==> config.mk <==
export PLATFORM = sky130hd
export DESIGN_NAME = sync_length_frame_deframer_top_flat
export DESIGN_NICKNAME = d
export VERILOG_FILES = /design/src/sv/slfd_pkg.sv /design/src/sv/slfd_if.sv /design/src/sv/slfd_front.sv /design/src/sv/slfd_queue.sv /design/src/sv/slfd_back.sv /design/src/sv/sync_length_frame_deframer_top.sv /design/src/flat_wrapper.sv
export VERILOG_INCLUDE_DIRS = /design/src /design/src/sv
export SDC_FILE = /design/constraint.sdc
export NUM_CORES = 1
export LEC_CHECK = 0
export ABC_AREA = 1
export BUFFER_PORTS_ARGS = -buffer_cell sky130_fd_sc_hd__buf_2
export CAP_MARGIN = 25
export CORE_ASPECT_RATIO = 1.4
export CORE_MARGIN = 4
export CORE_UTILIZATION = 65
export DETAILED_ROUTE_END_ITERATION = 12
export PLACE_DENSITY = 0.86
export SETUP_SLACK_MARGIN = 0.1
export SLEW_MARGIN = 0
export SYNTH_ARGS = -nofsm -noshare
export SYNTH_HDL_FRONTEND = slang
export SYNTH_SLANG_ARGS = --single-unit
==> constraint.sdc <==
create_clock -name i_clk -period 5.29 [get_ports i_clk]
set_input_delay 1.058 -clock i_clk [delete_from_list [all_inputs] [get_ports i_clk]]
set_output_delay 1.058 -clock i_clk [all_outputs]
set_load 0.01 [all_outputs]
==> src/sv/sync_length_frame_deframer_top_assert.svh <==
// Assertion macros for the sync-length frame deframer.
// Included by the top level; depends on nothing else.
`ifndef SYNC_LENGTH_FRAME_DEFRAMER_TOP_ASSERT_SVH
`define SYNC_LENGTH_FRAME_DEFRAMER_TOP_ASSERT_SVH

// The consequent must hold in the same cycle as the antecedent.
`define SLFD_ASSERT_SAME(label, clk, rst_n, ante, cons, msg) \
    label: assert property (@(posedge clk) disable iff (!rst_n) (ante) |-> (cons)) \
        else $error(msg);

// The consequent must hold in the cycle after the antecedent.
`define SLFD_ASSERT_NEXT(label, clk, rst_n, ante, cons, msg) \
    label: assert property (@(posedge clk) disable iff (!rst_n) (ante) |=> (cons)) \
        else $error(msg);

`endif

==> src/sv/slfd_pkg.sv <==
// Shared types and constants for the sync-length frame deframer.
// Used by the interfaces and every module; depends on nothing.
`timescale 1ns / 1ps

package slfd_pkg;

    localparam logic [7:0] SYNC_FIRST_RST  = 8'hBC;
    localparam logic [7:0] SYNC_SECOND_RST = 8'hB2;

    localparam int unsigned CFG_IDX_W = 1;
    localparam logic [CFG_IDX_W-1:0] CFG_IDX_SYNC_FIRST  = 1'b0;
    localparam logic [CFG_IDX_W-1:0] CFG_IDX_SYNC_SECOND = 1'b1;

    localparam logic [11:0] SHORT_BODY_LIMIT = 12'd2;

    typedef struct packed {
        logic [7:0]  payload_byte;
        logic        is_end;
        logic [15:0] message_id;
        logic [11:0] body_length;
        logic        short_body;
    } t_cmd;

    typedef struct packed {
        logic full;
        logic empty;
    } t_q_status;

endpackage

==> src/sv/slfd_if.sv <==
// Handshake channel interfaces of the deframer: byte input, result output
// and register writes. Depends on slfd_pkg.
`timescale 1ns / 1ps

interface slfd_in_if;
    logic       valid;
    logic       ready;
    logic [7:0] rx_byte;

    modport source (output valid, output rx_byte, input ready);
    modport sink (input valid, input rx_byte, output ready);
endinterface

interface slfd_out_if;
    logic        valid;
    logic        ready;
    logic [7:0]  payload_byte;
    logic        has_byte;
    logic [15:0] message_id;
    logic [11:0] body_length;
    logic        frame_end;
    logic        short_body;
    logic [31:0] frames_seen;

    modport source (
        output valid, output payload_byte, output has_byte, output message_id,
        output body_length, output frame_end, output short_body,
        output frames_seen, input ready
    );
    modport sink (
        input valid, input payload_byte, input has_byte, input message_id,
        input body_length, input frame_end, input short_body,
        input frames_seen, output ready
    );
endinterface

interface slfd_cfg_if;
    logic                           valid;
    logic                           ready;
    logic [slfd_pkg::CFG_IDX_W-1:0] index;
    logic [7:0]                     data;

    modport source (output valid, output index, output data, input ready);
    modport sink (input valid, input index, input data, output ready);
endinterface

==> src/sv/slfd_front.sv <==
// Front end: holds the sync registers, tracks the frame phase for every
// accepted byte and queues payload and end commands. Depends on slfd_pkg.
`timescale 1ns / 1ps

module slfd_front (
    input  logic                i_clk,
    input  logic                i_rst_n,
    slfd_in_if.sink             i_in,
    slfd_cfg_if.sink            i_cfg,
    input  slfd_pkg::t_q_status i_q_stat,
    output logic                o_push,
    output slfd_pkg::t_cmd      o_cmd
);

    typedef enum logic [8:0] {
        PH_HUNT    = 9'b0_0000_0001,
        PH_SYNC2   = 9'b0_0000_0010,
        PH_LEN_HI  = 9'b0_0000_0100,
        PH_LEN_LO  = 9'b0_0000_1000,
        PH_ID_HI   = 9'b0_0001_0000,
        PH_ID_LO   = 9'b0_0010_0000,
        PH_PAYLOAD = 9'b0_0100_0000,
        PH_CK1     = 9'b0_1000_0000,
        PH_CK2     = 9'b1_0000_0000
    } t_phase;

    t_phase      r_phase, n_phase;
    logic [11:0] r_len, n_len;
    logic [11:0] r_left, n_left;
    logic [15:0] r_id, n_id;
    logic [7:0]  r_sync_first;
    logic [7:0]  r_sync_second;
    logic        w_acc;
    logic [7:0]  w_b;
    logic [11:0] w_left_dec;

    assign i_in.ready  = !i_q_stat.full;
    assign i_cfg.ready = 1'b1;
    assign w_acc       = i_in.valid && i_in.ready;
    assign w_b         = i_in.rx_byte;
    assign w_left_dec  = r_left - 12'd1;

    always_ff @(posedge i_clk) begin
        if (!i_rst_n) begin
            r_sync_first  <= slfd_pkg::SYNC_FIRST_RST;
            r_sync_second <= slfd_pkg::SYNC_SECOND_RST;
        end else if (i_cfg.valid) begin
            unique case (i_cfg.index)
                slfd_pkg::CFG_IDX_SYNC_FIRST:  r_sync_first  <= i_cfg.data;
                slfd_pkg::CFG_IDX_SYNC_SECOND: r_sync_second <= i_cfg.data;
                default: ;
            endcase
        end
    end

    always_comb begin
        n_phase = r_phase;
        n_len   = r_len;
        n_left  = r_left;
        n_id    = r_id;
        o_push  = 1'b0;
        o_cmd.payload_byte = w_b;
        o_cmd.is_end       = 1'b0;
        o_cmd.message_id   = r_id;
        o_cmd.body_length  = r_len;
        o_cmd.short_body   = 1'b0;
        if (w_acc) begin
            unique case (r_phase)
                PH_HUNT: begin
                    if (w_b == r_sync_first) begin
                        n_phase = PH_SYNC2;
                    end
                end
                PH_SYNC2: begin
                    priority if (w_b == r_sync_second) begin
                        n_phase = PH_LEN_HI;
                    end else if (w_b == r_sync_first) begin
                        n_phase = PH_SYNC2;
                    end else begin
                        n_phase = PH_HUNT;
                    end
                end
                PH_LEN_HI: begin
                    n_len   = {w_b, 4'h0};
                    n_phase = PH_LEN_LO;
                end
                PH_LEN_LO: begin
                    n_len   = {r_len[11:4], w_b[7:4]};
                    n_left  = {r_len[11:4], w_b[7:4]};
                    n_id    = 16'h0000;
                    n_phase = (n_left == 12'd0) ? PH_CK1 : PH_ID_HI;
                end
                PH_ID_HI: begin
                    n_id    = {w_b, 8'h00};
                    n_left  = w_left_dec;
                    n_phase = (w_left_dec == 12'd0) ? PH_CK1 : PH_ID_LO;
                end
                PH_ID_LO: begin
                    n_id    = {r_id[15:8], w_b};
                    n_left  = w_left_dec;
                    n_phase = (w_left_dec == 12'd0) ? PH_CK1 : PH_PAYLOAD;
                end
                PH_PAYLOAD: begin
                    o_push  = 1'b1;
                    n_left  = w_left_dec;
                    n_phase = (w_left_dec == 12'd0) ? PH_CK1 : PH_PAYLOAD;
                end
                PH_CK1: begin
                    n_phase = PH_CK2;
                end
                PH_CK2: begin
                    o_push             = 1'b1;
                    o_cmd.payload_byte = 8'h00;
                    o_cmd.is_end       = 1'b1;
                    o_cmd.short_body   = (r_len < slfd_pkg::SHORT_BODY_LIMIT);
                    n_phase            = PH_HUNT;
                end
                default: begin
                    n_phase = PH_HUNT;
                end
            endcase
        end
    end

    always_ff @(posedge i_clk) begin
        if (!i_rst_n) begin
            r_phase <= PH_HUNT;
            r_len   <= 12'd0;
            r_left  <= 12'd0;
            r_id    <= 16'h0000;
        end else begin
            r_phase <= n_phase;
            r_len   <= n_len;
            r_left  <= n_left;
            r_id    <= n_id;
        end
    end

endmodule

==> src/sv/slfd_queue.sv <==
// Short command queue between the front and back ends of the deframer.
// Depends on slfd_pkg; DEPTH must be a power of two of at least two.
`timescale 1ns / 1ps

module slfd_queue #(
    parameter int unsigned DEPTH = 4
) (
    input  logic                i_clk,
    input  logic                i_rst_n,
    input  logic                i_push,
    input  slfd_pkg::t_cmd      i_cmd,
    input  logic                i_pop,
    output slfd_pkg::t_cmd      o_cmd,
    output slfd_pkg::t_q_status o_stat
);

    localparam int unsigned AW = $clog2(DEPTH);

    slfd_pkg::t_cmd r_mem [DEPTH];
    logic [AW-1:0]  r_wr_ptr, n_wr_ptr;
    logic [AW-1:0]  r_rd_ptr, n_rd_ptr;
    logic [AW:0]    r_count, n_count;
    logic           w_wr;
    logic           w_rd;

    assign o_stat.full  = (r_count == (AW+1)'(DEPTH));
    assign o_stat.empty = (r_count == '0);
    assign w_wr         = i_push && !o_stat.full;
    assign w_rd         = i_pop && !o_stat.empty;
    assign o_cmd        = r_mem[r_rd_ptr];

    always_comb begin
        n_wr_ptr = w_wr ? r_wr_ptr + AW'(1) : r_wr_ptr;
        n_rd_ptr = w_rd ? r_rd_ptr + AW'(1) : r_rd_ptr;
        n_count  = r_count;
        if (w_wr && !w_rd) begin
            n_count = r_count + (AW+1)'(1);
        end else if (w_rd && !w_wr) begin
            n_count = r_count - (AW+1)'(1);
        end
    end

    always_ff @(posedge i_clk) begin
        if (w_wr) begin
            r_mem[r_wr_ptr] <= i_cmd;
        end
    end

    always_ff @(posedge i_clk) begin
        if (!i_rst_n) begin
            r_wr_ptr <= '0;
            r_rd_ptr <= '0;
            r_count  <= '0;
        end else begin
            r_wr_ptr <= n_wr_ptr;
            r_rd_ptr <= n_rd_ptr;
            r_count  <= n_count;
        end
    end

endmodule

==> src/sv/slfd_back.sv <==
// Back end: takes queued commands into the output register, keeps the
// running frame count and drives the result channel. Depends on slfd_pkg.
`timescale 1ns / 1ps

module slfd_back (
    input  logic                i_clk,
    input  logic                i_rst_n,
    input  slfd_pkg::t_cmd      i_cmd,
    input  slfd_pkg::t_q_status i_q_stat,
    output logic                o_pop,
    slfd_out_if.source          o_out
);

    logic           r_valid, n_valid;
    logic [31:0]    r_frames, n_frames;
    logic [31:0]    r_seen, n_seen;
    slfd_pkg::t_cmd r_cmd, n_cmd;
    logic           w_load;

    assign w_load = !i_q_stat.empty && (!r_valid || o_out.ready);
    assign o_pop  = w_load;

    always_comb begin
        n_valid  = r_valid;
        n_frames = r_frames;
        n_seen   = r_seen;
        n_cmd    = r_cmd;
        if (w_load) begin
            n_valid = 1'b1;
            n_cmd   = i_cmd;
            if (i_cmd.is_end) begin
                n_frames = r_frames + 32'd1;
            end
            n_seen = n_frames;
        end else if (o_out.ready) begin
            n_valid = 1'b0;
        end
    end

    always_ff @(posedge i_clk) begin
        if (!i_rst_n) begin
            r_valid  <= 1'b0;
            r_frames <= 32'd0;
        end else begin
            r_valid  <= n_valid;
            r_frames <= n_frames;
        end
    end

    always_ff @(posedge i_clk) begin
        r_cmd  <= n_cmd;
        r_seen <= n_seen;
    end

    assign o_out.valid        = r_valid;
    assign o_out.payload_byte = r_cmd.payload_byte;
    assign o_out.has_byte     = !r_cmd.is_end;
    assign o_out.message_id   = r_cmd.message_id;
    assign o_out.body_length  = r_cmd.body_length;
    assign o_out.frame_end    = r_cmd.is_end;
    assign o_out.short_body   = r_cmd.short_body;
    assign o_out.frames_seen  = r_seen;

endmodule

==> src/sv/sync_length_frame_deframer_top.sv <==
// Sync-length frame deframer, top level.
// Throughput: one byte per cycle; the front end stalls only when the command queue is full.
// A byte's result is written into the queue, then loaded into the output register.
// Reset: synchronous, active low; returns to sync hunting, empties the queue, clears the
// frame count and restores the sync registers to 0xBC and 0xB2.
// Depends on slfd_pkg, slfd_if, slfd_front, slfd_queue, slfd_back and the assertion header.
`timescale 1ns / 1ps
`include "sync_length_frame_deframer_top_assert.svh"

module sync_length_frame_deframer_top #(
    parameter int unsigned QUEUE_DEPTH = 4
) (
    input  logic       i_clk,
    input  logic       i_rst_n,
    slfd_in_if.sink    i_in,
    slfd_cfg_if.sink   i_cfg,
    slfd_out_if.source o_out
);

    logic                w_push;
    logic                w_pop;
    slfd_pkg::t_cmd      w_cmd_in;
    slfd_pkg::t_cmd      w_cmd_out;
    slfd_pkg::t_q_status w_q_stat;

    slfd_front u_front (
        .i_clk    (i_clk),
        .i_rst_n  (i_rst_n),
        .i_in     (i_in),
        .i_cfg    (i_cfg),
        .i_q_stat (w_q_stat),
        .o_push   (w_push),
        .o_cmd    (w_cmd_in)
    );

    slfd_queue #(
        .DEPTH (QUEUE_DEPTH)
    ) u_queue (
        .i_clk   (i_clk),
        .i_rst_n (i_rst_n),
        .i_push  (w_push),
        .i_cmd   (w_cmd_in),
        .i_pop   (w_pop),
        .o_cmd   (w_cmd_out),
        .o_stat  (w_q_stat)
    );

    slfd_back u_back (
        .i_clk    (i_clk),
        .i_rst_n  (i_rst_n),
        .i_cmd    (w_cmd_out),
        .i_q_stat (w_q_stat),
        .o_pop    (w_pop),
        .o_out    (o_out)
    );

    `SLFD_ASSERT_NEXT(a_queue_drains, i_clk, i_rst_n, !w_q_stat.empty, o_out.valid,
                      "queued command not presented")
    `SLFD_ASSERT_SAME(a_end_item_form, i_clk, i_rst_n, o_out.valid && o_out.frame_end,
                      !o_out.has_byte && (o_out.payload_byte == 8'h00),
                      "end item carries a byte")
    `SLFD_ASSERT_SAME(a_payload_form, i_clk, i_rst_n, o_out.valid && o_out.has_byte,
                      !o_out.frame_end && !o_out.short_body,
                      "payload item flagged as end")

endmodule
==> src/flat_wrapper.sv <==
// flat-port wrapper written by rule: the top's interface ports become plain ports
module sync_length_frame_deframer_top_flat 
#(
    parameter int unsigned QUEUE_DEPTH = 4
)
  (i_clk, i_rst_n, i_in_valid, i_in_rx_byte, i_in_ready, i_cfg_valid, i_cfg_index, i_cfg_data, i_cfg_ready, o_out_valid, o_out_payload_byte, o_out_has_byte, o_out_message_id, o_out_body_length, o_out_frame_end, o_out_short_body, o_out_frames_seen, o_out_ready);
  slfd_in_if i_in_i ();
  slfd_cfg_if i_cfg_i ();
  slfd_out_if o_out_i ();
  input  logic i_clk;
  input  logic i_rst_n;
  input wire logic [$bits(i_in_i.valid)-1:0] i_in_valid;
  input wire logic [$bits(i_in_i.rx_byte)-1:0] i_in_rx_byte;
  output wire logic [$bits(i_in_i.ready)-1:0] i_in_ready;
  input wire logic [$bits(i_cfg_i.valid)-1:0] i_cfg_valid;
  input wire logic [$bits(i_cfg_i.index)-1:0] i_cfg_index;
  input wire logic [$bits(i_cfg_i.data)-1:0] i_cfg_data;
  output wire logic [$bits(i_cfg_i.ready)-1:0] i_cfg_ready;
  output wire logic [$bits(o_out_i.valid)-1:0] o_out_valid;
  output wire logic [$bits(o_out_i.payload_byte)-1:0] o_out_payload_byte;
  output wire logic [$bits(o_out_i.has_byte)-1:0] o_out_has_byte;
  output wire logic [$bits(o_out_i.message_id)-1:0] o_out_message_id;
  output wire logic [$bits(o_out_i.body_length)-1:0] o_out_body_length;
  output wire logic [$bits(o_out_i.frame_end)-1:0] o_out_frame_end;
  output wire logic [$bits(o_out_i.short_body)-1:0] o_out_short_body;
  output wire logic [$bits(o_out_i.frames_seen)-1:0] o_out_frames_seen;
  input wire logic [$bits(o_out_i.ready)-1:0] o_out_ready;
  assign i_in_i.valid = i_in_valid;
  assign i_in_i.rx_byte = i_in_rx_byte;
  assign i_in_ready = i_in_i.ready;
  assign i_cfg_i.valid = i_cfg_valid;
  assign i_cfg_i.index = i_cfg_index;
  assign i_cfg_i.data = i_cfg_data;
  assign i_cfg_ready = i_cfg_i.ready;
  assign o_out_valid = o_out_i.valid;
  assign o_out_payload_byte = o_out_i.payload_byte;
  assign o_out_has_byte = o_out_i.has_byte;
  assign o_out_message_id = o_out_i.message_id;
  assign o_out_body_length = o_out_i.body_length;
  assign o_out_frame_end = o_out_i.frame_end;
  assign o_out_short_body = o_out_i.short_body;
  assign o_out_frames_seen = o_out_i.frames_seen;
  assign o_out_i.ready = o_out_ready;
  sync_length_frame_deframer_top #(.QUEUE_DEPTH(QUEUE_DEPTH)) u_core (.i_clk(i_clk), .i_rst_n(i_rst_n), .i_in(i_in_i), .i_cfg(i_cfg_i), .o_out(o_out_i));
endmodule
==> results of run 1 <==
## path summary, 6_finish.rpt
kind / startpoint / end / slack (ps) / cells past startpoint
worst max-delay path: u_core.u_queue.r_count[0] / u_core.u_queue.r_mem[1][33] / 2380 / 9
worst min-delay path: u_core.u_front.r_left[9] / u_core.u_front.r_left[9] / 480 / 2
worst max register to register: u_core.u_queue.r_count[0] / u_core.u_queue.r_mem[1][33] / 2380 / 9
worst min register to register: u_core.u_front.r_left[9] / u_core.u_front.r_left[9] / 480 / 2
## where the power goes
part	total (mW)	internal (mW)	switching (mW)
logic	2.16	0.680	1.48
registers	3.67	3.39	0.282
clock network	2.10	1.18	0.927
## worst max-delay path, cell delays in order, from the launching register on
cell and delay [ps]:
dfxtp_1 400, inv_1 110, nand3_1 90, nand2_1 190, inv_1 260, nand4_1 210
o21ai_1 320, inv_2 220, nor2_4 530, buf_16 260
## metal layers
| layer | global-route usage [%] | routed length [um] | up-vias |
|---|---|---|---|
| met1 | 29.17 | 10810 | 4743 |
| met2 | 47.22 | 15990 | 469 |
| met4 | 11.15 | 1083 | 2 |
| li1 | - | - | 4727 |
| met5 | 0 | 8 | - |
| met3 | 4.173 | 2204 | 90 |
## cell type report
cell class | count | area [um^2]
fill | 1297 | 5171
clock buffer | 37 | 797.0
multi-input combinational | 814 | 4106
tap | 256 | 320.3
sequential | 329 | 8810
clock inverter | 19 | 173.9
inverter | 142 | 533.0
timing repair buffer | 106 | 645.6
## cell families (layout without fill, tap and decap cells)
group	Yosys count	in the layout
and+or+nand+nor	484	484
xor gates and xnor gates	39	39
DFF	329	329
adders and majority gates	9	9
buffers and inverters	195	304
AOI/OAI and AO/OA	281	281
other	1	1
## state kept, by name, summed over array words and instances (netlist names), 9 cells and up, named ones only
name                             count
u_core.u_front.r_id                 16
u_core.u_front.r_phase               9
u_core.u_front.r_left               12
u_core.u_back.o_out.body_length     12
u_core.u_front.r_len                12
u_core.u_back.o_out.frames_seen     32
u_core.u_queue.r_mem               152
u_core.u_back.r_frames              32
u_core.u_back.o_out.message_id      16
## metrics by stage
step           hold slack, ps  cell area (um^2)  setup slack (ps)
2_1_floorplan           436.2             13620              1333
3_3_place_gp            449.2             14290              1753
3_5_place_dp            462.4             14390              1904
4_1_cts                 484.1             15360              2432
5_1_grt                 506.0             15390              2189
6_report                482.3             15390              2384
## layout by cell type (no fill, tap or decap), types with 3 or more instances in the layout
cell and count:
nor2_1 180, ha_1 8, nand2_1 188, o21ai_0 145, buf_16 3, nand2_2 4, dfxtp_1 106, clkbuf_1 5
xor2_1 27, o22ai_1 38, inv_1 132, nor2_4 9, buf_4 7, clkbuf_16 30, or2_2 4, xnor2_1 12
nor4_1 6, o211ai_1 6, inv_2 9, nor3_1 15, a21oi_1 75, nand4_1 24, clkinv_2 10, nand3_1 38
edfxtp_1 222, buf_2 94, nor2_2 3, o21ai_1 14
==> results.cfg, run 1 <==
[global_routing]
grt_antenna_before_repair = 1
grt_max_degree = 92
grt_use_total_pct = 25.70
grt_overflow_total = 0
grt_pass1_wl_mm = 47.73
grt_pass1_vias = 9774

[synthesis]
synth_top_area_share_pct = 48.94
synth_top_family_by_area = simple AND/OR/NAND/NOR gates
yosys.area_share.adder_pct = 0.8819
synth_flop_cell = edfxtp_1
synth-seq-area-share_pct = 64.67
synthTopCellsByCount = 222 x edfxtp_1, 188 x nand2_1, 184 x nor2_1, 145 x o21ai_0, 133 x inv_1
yosysWarnings = 0
synth_xor_area_share_pct = 2.508
yosys.cell_count.top_type = edfxtp_1
syn_inst = 1338
synth_compound_gate_area_share_pct = 10.84
syn-num-nets = 1369
avgSynthCellArea_um2 = 10.18
syn-cell-area_um2 = 13620
synthMuxAreaShare_pct = 0
synth-edff-count = 222
synth_top_cell_by_area = edfxtp_1
synth_area_leaders = edfxtp_1 49%, dfxtp_1 16%, o21ai_0 5.3%, nand2_1 5.2%, nor2_1 5.1%
synth_simple_gate_area_share_pct = 15.56
synth.distinct_cells = 42
synth-async-reset-ratio_pct = 0
ys_ff_latch = 329

[timing]
tightest_slew_ps = 734.3
max_freq_mhz = 344.1
grt_setup_unrepaired = false
hold_viol = 0
fin_crit_sh_pct = 54.94
period_needed_ps = 2906
setup_viol = 0
tns_ps = 0
relSlewSlack_pct = 50.60
final_max_slew_viol_count = 0
skew_ps = 12.45

[drt]
drtIter0Drc = 788
vias_per_cell = 5.890
detail_route.wl_per_cell_um = 17.67
wl_mm = 30.09
vias = 10030
postRouteAntennaNets = 0
drc = 0
dr.pass1.iters = 7

[worst_setup_path]
required_ps = 5550
arrival_ps = 3160
cp-end-kind = flop
worstPathMaxFanout = 22
crit_path_start_kind = flop
crit_type = flop to flop

[cells_and_area]
nets = 1454
drive_gt1_share_pct = 13.55
diodes = 0
layout.cells.non_filler = 1703
utilization_pct = 74.84
syn2layout_area_growth_pct = 12.96

[pwr]
power_mw = 7.931
leakage_nw = 6.093
powerDensity_nw_per_um2 = 515.5
ir_drop_mv = 0.3480

[outcome]
status = complete, no violations

[clock_tree]
cts-root-buf = clkbuf_16
cts_buffers = 30
clk_pin_slew_ps = 60
cts_tree = yes
hold_buffers = 0
clk_latency_ps = 550
htree_levels = 1
cts_sinks = 329
post_cts_buffers = 0
post_cts_resized = 0
cts_buffer_depth = 3

[floorplanning]
coreArea_um2 = 20560
dieArea_um2 = 23370
fp.dieW_um = 130.3
ios = 96
rows = 62
die_h_um = 179.3
start_util_pct = 66.26

[placement]
portBuffers = 94
dp_hpwl_mm = 19.33
globalplace.congestion = 0.9344
placed_cells = 1646

[flow_run]
maxCapViolations = 0

[min_path]
hp-class = flop to flop
Power figures use the tool's default switching activity.
==> inputs of run 2 (changes only) <==
- ABC_AREA: 1 -> 0
- CORE_UTILIZATION: 65 -> 60
- PLACE_DENSITY: 0.86 -> 0.8
- clock period: 5.29 -> 3 ns (I/O delays scaled with it)
==> results.cfg, run 2 <==
[timing]
tightest_slew_ps = 756.1
hold_viol = 0
skew_ps = 19.01
fin_ws_ps = 379.6
relSlewSlack_pct = 49.06
tns_ps = 0
fin_crit_sh_pct = 87.35
setup_viol = 0
grt_setup_unrepaired = false
period_needed_ps = 2620
final_max_slew_viol_count = 0
max_freq_mhz = 381.6

[synthesis]
yosysWarnings = 0
synth-edff-count = 222
ys_ff_latch = 329
syn-num-nets = 1024
synth_area_leaders = edfxtp_1 49%, dfxtp_1 16%, mux4_2 6.3%, xnor2_1 3.3%, nand2_1 2.8%
synth-async-reset-ratio_pct = 0
yosys.cell_count.top_type = edfxtp_1
avgSynthCellArea_um2 = 13.68
synth_top_area_share_pct = 49.08
synth-seq-area-share_pct = 64.85
synthTopCellsByCount = 222 x edfxtp_1, 107 x dfxtp_1, 100 x nand2_1, 51 x xnor2_1, 47 x nand3_1
synth_flop_cell = edfxtp_1
synth_top_cell_by_area = edfxtp_1
synth.distinct_cells = 67
syn_inst = 993
syn-cell-area_um2 = 13580

[cells_and_area]
syn2layout_area_growth_pct = 13.41
layout_commonest_cell = edfxtp_1
fin_area_um2 = 15400
largest_reg_flops = 152
nets = 1116
nFillCells = 1504
layout_common_cells = 222 x edfxtp_1, 106 x dfxtp_1, 100 x nand2_1
drive_gt1_share_pct = 21.59
utilization_pct = 69.70
regMostFlops = u_core.u_queue.r_mem
diodes = 0

[worst_setup_path]
crit_path_start_kind = flop
cp_slowest_cell = nor4_4
worstPathMaxFanout = 6
critPathMaxStageDelay_ps = 410
cp-startpoint = u_core.u_front.r_phase[0]
r2r_slack_ps = 380
rr_startpoint = u_core.u_front.r_phase[0]
arrival_ps = 3080
required_ps = 3460
crit_type = flop to flop
crit_chain = nor4_4 > nand3b_2 > nor4_4 > ha_1 > inv_1 > fa_1 > xor2_1 > or3_1 > a21boi_0
critical_path.endpoint = u_core.u_queue.r_count[2]
worstReg2RegEnd = u_core.u_queue.r_count[2]
cp-end-kind = flop
cp_common_cell = nor4_4
reg2regPathDepth = 9

[clock_tree]
post_cts_resized = 0
cts_buffers = 29
cts_buffer_depth = 3
cts_tree = yes
cts_sinks = 329
cts-root-buf = clkbuf_16
hold_buffers = 0
clk_pin_slew_ps = 60
clk_latency_ps = 540
htree_levels = 1
post_cts_buffers = 0

[global_routing]
grt_pass1_wl_mm = 42.21
grt_use_total_pct = 21.36
grt_overflow_total = 0
grt_antenna_before_repair = 0
grt_pass1_vias = 7945
grt_max_degree = 53

[drt]
dr.pass1.iters = 5
vias = 7985
detail_route.wl_per_cell_um = 18.83
drc = 0
drtIter0Drc = 529
postRouteAntennaNets = 0
wl_mm = 26.44
vias_per_cell = 5.687

[outcome]
status = complete, no violations

[floorplanning]
fp.dieW_um = 135.2
start_util_pct = 61.45
die_h_um = 186.0
rows = 64
ios = 96
dieArea_um2 = 25140
coreArea_um2 = 22100

[placement]
globalplace.congestion = 0.8777
place_worst_setup_slack_ps = 382.5
dp_hpwl_mm = 17.37
dpl_cell_area_um2 = 14400
portBuffers = 94

[pwr]
power_mw = 11.59
powerDensity_nw_per_um2 = 752.6
leakage_nw = 5.546
ir_drop_mv = 0.4853

[min_path]
holdPathStages = 3
hp-class = input port to flop

[flow_run]
maxCapViolations = 0
[run 2: cell types whose count changed in the layout (fill, tap and decap cells not counted), sizes merged, moves of 38 or more]
| cell | delta |
|---|---|
| o21ai | -151 |
| nor2 | -147 |
| inv | -127 |
| nand2 | -92 |
| a21oi | -70 |
| and2 | +42 |
| xnor2 | +39 |
| mux4 | +38 |
| o22ai | -38 |
[run 2: kinds of logic after synthesis]
| family | synth area share [%] |
|---|---|
| AO/OA/AOI/OAI | 4.652 |
| XOR/XNOR | 5.675 |
| adder cells (fa/ha/maj) | 0.8844 |
| buffers and inverters | 2.579 |
| flip-flops | 64.85 |
| multiplexers | 7.278 |
| other | 0.02761 |
| AND/OR/NAND/NOR | 14.05 |
[run 2: layer usage]
metal,part of all wire (%),vias to the layer above,GRT usage (%)
li1,-,3794,-
met1,38,3866,25.77
met2,53,274,38.78
met3,5.7,51,3.326
met4,3.4,0,7.826
met5,0,-,0
[run 2: layout make-up]
class	count	area, um^2	share of cell area (%)
Multi-Input combinational cell	587	4423	28.71
Timing Repair Buffer	123	738.2	4.792
Tap cell	297	371.6	2.412
Clock inverter	17	180.2	1.170
Inverter	15	57.56	0.3737
Clock buffer	36	823.3	5.345
Sequential cell	329	8810	57.19
[run 2: stage by stage]
stage | std cells | hold slack, ps
final | 1404 | 278.2
after global routing | 1404 | 260.5
after CTS | 1404 | 257.7
after detailed placement | 1351 | 469.9
after global placement | 1351 | 463.5
after floorplan | 993 | 455.3
[run 2: critical path, delay by kind of cell (launching register included)]
kind | cells | cell delay, ps
xor+xnor | 1 | 170
flops | 1 | 380
compound gates | 1 | 180
simple gates | 4 | 1140
buf+inv | 1 | 60
fa+ha+maj | 2 | 600
[run 2: worst min path at each step]
stage / startpoint / to
after floorplan: u_core.u_front.r_sync_second[0] / u_core.u_front.r_sync_second[0]
after global placement: u_core.u_front.r_sync_second[3] / u_core.u_front.r_sync_second[3]
after detailed placement: u_core.u_front.r_sync_second[3] / u_core.u_front.r_sync_second[3]
after CTS: i_cfg_data[5] / u_core.u_front.r_sync_second[5]
after global routing: i_cfg_data[5] / u_core.u_front.r_sync_second[5]
final: i_cfg_data[5] / u_core.u_front.r_sync_first[5]
[run 2: power by group]
group          switching (mW)  total, mW  internal [mW]  leakage [nW]
Sequential              0.189       5.73           5.54          3.02
Clock                    1.58       3.80           2.21         0.489
Combinational            1.19       2.06          0.878          2.04
Total                    2.96       11.6           8.63          5.55
==> inputs of run 3 (changes only) <==
- CORE_ASPECT_RATIO: 1.4 -> 0.75
==> results.cfg, run 3 (synthesis gave the netlist of run 2 again) <==
[placement]
dp_hpwl_mm = 18.03
globalplace.congestion = 0.9181
placed_cells = 1346
portBuffers = 94

[global_routing]
met2_usage_pct = 33.15
grt_util_met1_pct = 33.93
grt_use_total_pct = 21.85
grt_antenna_before_repair = 0
grt_pass1_vias = 7765
grt_max_degree = 59
grt-busiest-layer = met1
grt_overflow_total = 0
grt_pass1_wl_mm = 44.19
use_met3_pct = 3.887

[clock_tree]
clk_pin_slew_ps = 60
post_cts_resized = 0
hold_buffers = 0
clk_latency_ps = 560
cts-root-buf = clkbuf_16
cts_buffer_depth = 3
htree_levels = 1
post_cts_buffers = 0
cts_tree = yes
cts_sinks = 329
cts_buffers = 30

[drt]
postRouteAntennaNets = 0
vias = 8173
detail_route.wl_per_cell_um = 19.73
wl_mm = 27.66
vias_per_cell = 5.830
drtIter0Drc = 884
drc = 0
dr.pass1.iters = 5

[floorplanning]
dieArea_um2 = 25130
start_util_pct = 61.26
rows = 47
fp.dieW_um = 181.7
ios = 96
coreArea_um2 = 22170
die_h_um = 138.3

[cells_and_area]
regMostFlops = u_core.u_queue.r_mem
nets = 1115
diodes = 0
utilization_pct = 69.13
largest_reg_flops = 152
layout_common_cells = 222 x edfxtp_1, 106 x dfxtp_1, 100 x nand2_1
drive_gt1_share_pct = 21.39
syn2layout_area_growth_pct = 12.85
layout_commonest_cell = edfxtp_1
nFillCells = 1491
layout.cells.non_filler = 1402
multi_input_area_um2 = 4428
seqCellArea_um2 = 8810

[min_path]
min_from = i_cfg_data[3]
hold_end = u_core.u_front.r_sync_first[3]
hp-class = input port to flop
holdPathStages = 3

[timing]
skew_ps = 7.302
max_freq_mhz = 372.6
final_max_slew_viol_count = 0
whs_ps = 277.6
fin_crit_sh_pct = 89.46
grt_setup_unrepaired = false
tightest_slew_ps = 797.3
tns_ps = 0
hold_viol = 0
setup_viol = 0
period_needed_ps = 2684
relSlewSlack_pct = 46.85

[worst_setup_path]
crit_buf_inv = 1
r2r_slack_ps = 320
arrival_ps = 3170
rr_startpoint = u_core.u_front.r_phase[1]
worstPathMaxFanout = 9
crit_path_start_kind = flop
required_ps = 3490
crit_chain = nor4_4 > nand3b_2 > nor4_4 > ha_1 > inv_1 > fa_1 > xor2_1 > or3_1 > a21boi_0
critPathMaxStageDelay_ps = 420
cpLargestDelayFamily = simple AND/OR/NAND/NOR gates
cp-end-kind = flop
crit_type = flop to flop
cp_slowest_cell = dfxtp_1
reg2regPathDepth = 9
cp_common_cell = nor4_4
worstReg2RegEnd = u_core.u_queue.r_count[2]

[flow_run]
maxCapViolations = 0

[pwr]
powerDensity_nw_per_um2 = 740.9
leakage_nw = 5.506
ir_drop_mv = 0.4116

[outcome]
status = complete, no violations
run 3: cell count changes in the layout (fill, tap and decap cells not counted), moves of 2 or more:
cell       change
clkinv_4       -3
clkinv_2       +4
and2_2         +4
clkbuf_1       +4
clkinv_1       +3
bufinv_16      -2
clkbuf_8       -3
buf_4          -3
and2_1         -4
run 3: cell type report:
| class | count | area share, % |
|---|---|---|
| Clock buffer | 37 | 5.200 |
| Clock inverter | 19 | 0.9551 |
| Inverter | 15 | 0.3755 |
| Multi-Input combinational cell | 587 | 28.89 |
| Sequential cell | 329 | 57.48 |
| Tap cell | 294 | 2.400 |
| Timing Repair Buffer | 121 | 4.702 |
run 3: how the worst max path moves through the flow:
stage	start	end	cells after the start	slack, ps
5_1_grt	u_core.u_front.r_phase[1]	u_core.u_queue.r_count[2]	9	130
4_1_cts	u_core.u_front.r_phase[1]	u_core.u_queue.r_count[2]	9	330
2_1_floorplan	u_core.u_queue.r_count[0]	u_core.u_queue.r_mem[0][0]	6	240
3_5_place_dp	i_in_valid	u_core.u_queue.r_count[2]	10	350
6_report	u_core.u_front.r_phase[1]	u_core.u_queue.r_count[2]	9	320
3_3_place_gp	i_in_valid	u_core.u_queue.r_count[2]	10	400
run 3: power breakdown:
part	total, mW	leakage [nW]	switching [mW]	internal, mW
registers	5.70	3.02	0.156	5.54
clock network	3.61	0.459	1.63	1.98
logic	2.04	2.03	1.20	0.848
run 3: metal layers:
layer  part of all wire, %  vias up
met3                   7.5       39
met5                     0        -
met2                    46      301
li1                      -     3799
met4                   1.8        0
met1                    45     4034
run 3: stage by stage:
step / worst slack, ps / power (mW) / instance area (um^2)
final: 316.3 / 11.36 / 15330
after global routing: 125.6 / 11.88 / 15330
after global placement: 398.2 / 7.820 / 14380
after CTS: 325.1 / 11.46 / 15330
after detailed placement: 347.9 / 7.888 / 14380
after floorplan: 243.5 / 7.052 / 13580
run 3: worst min-delay path: stages:
cell and delay (ps):
buf_2 90, nand2_1 50, nand3_1 60
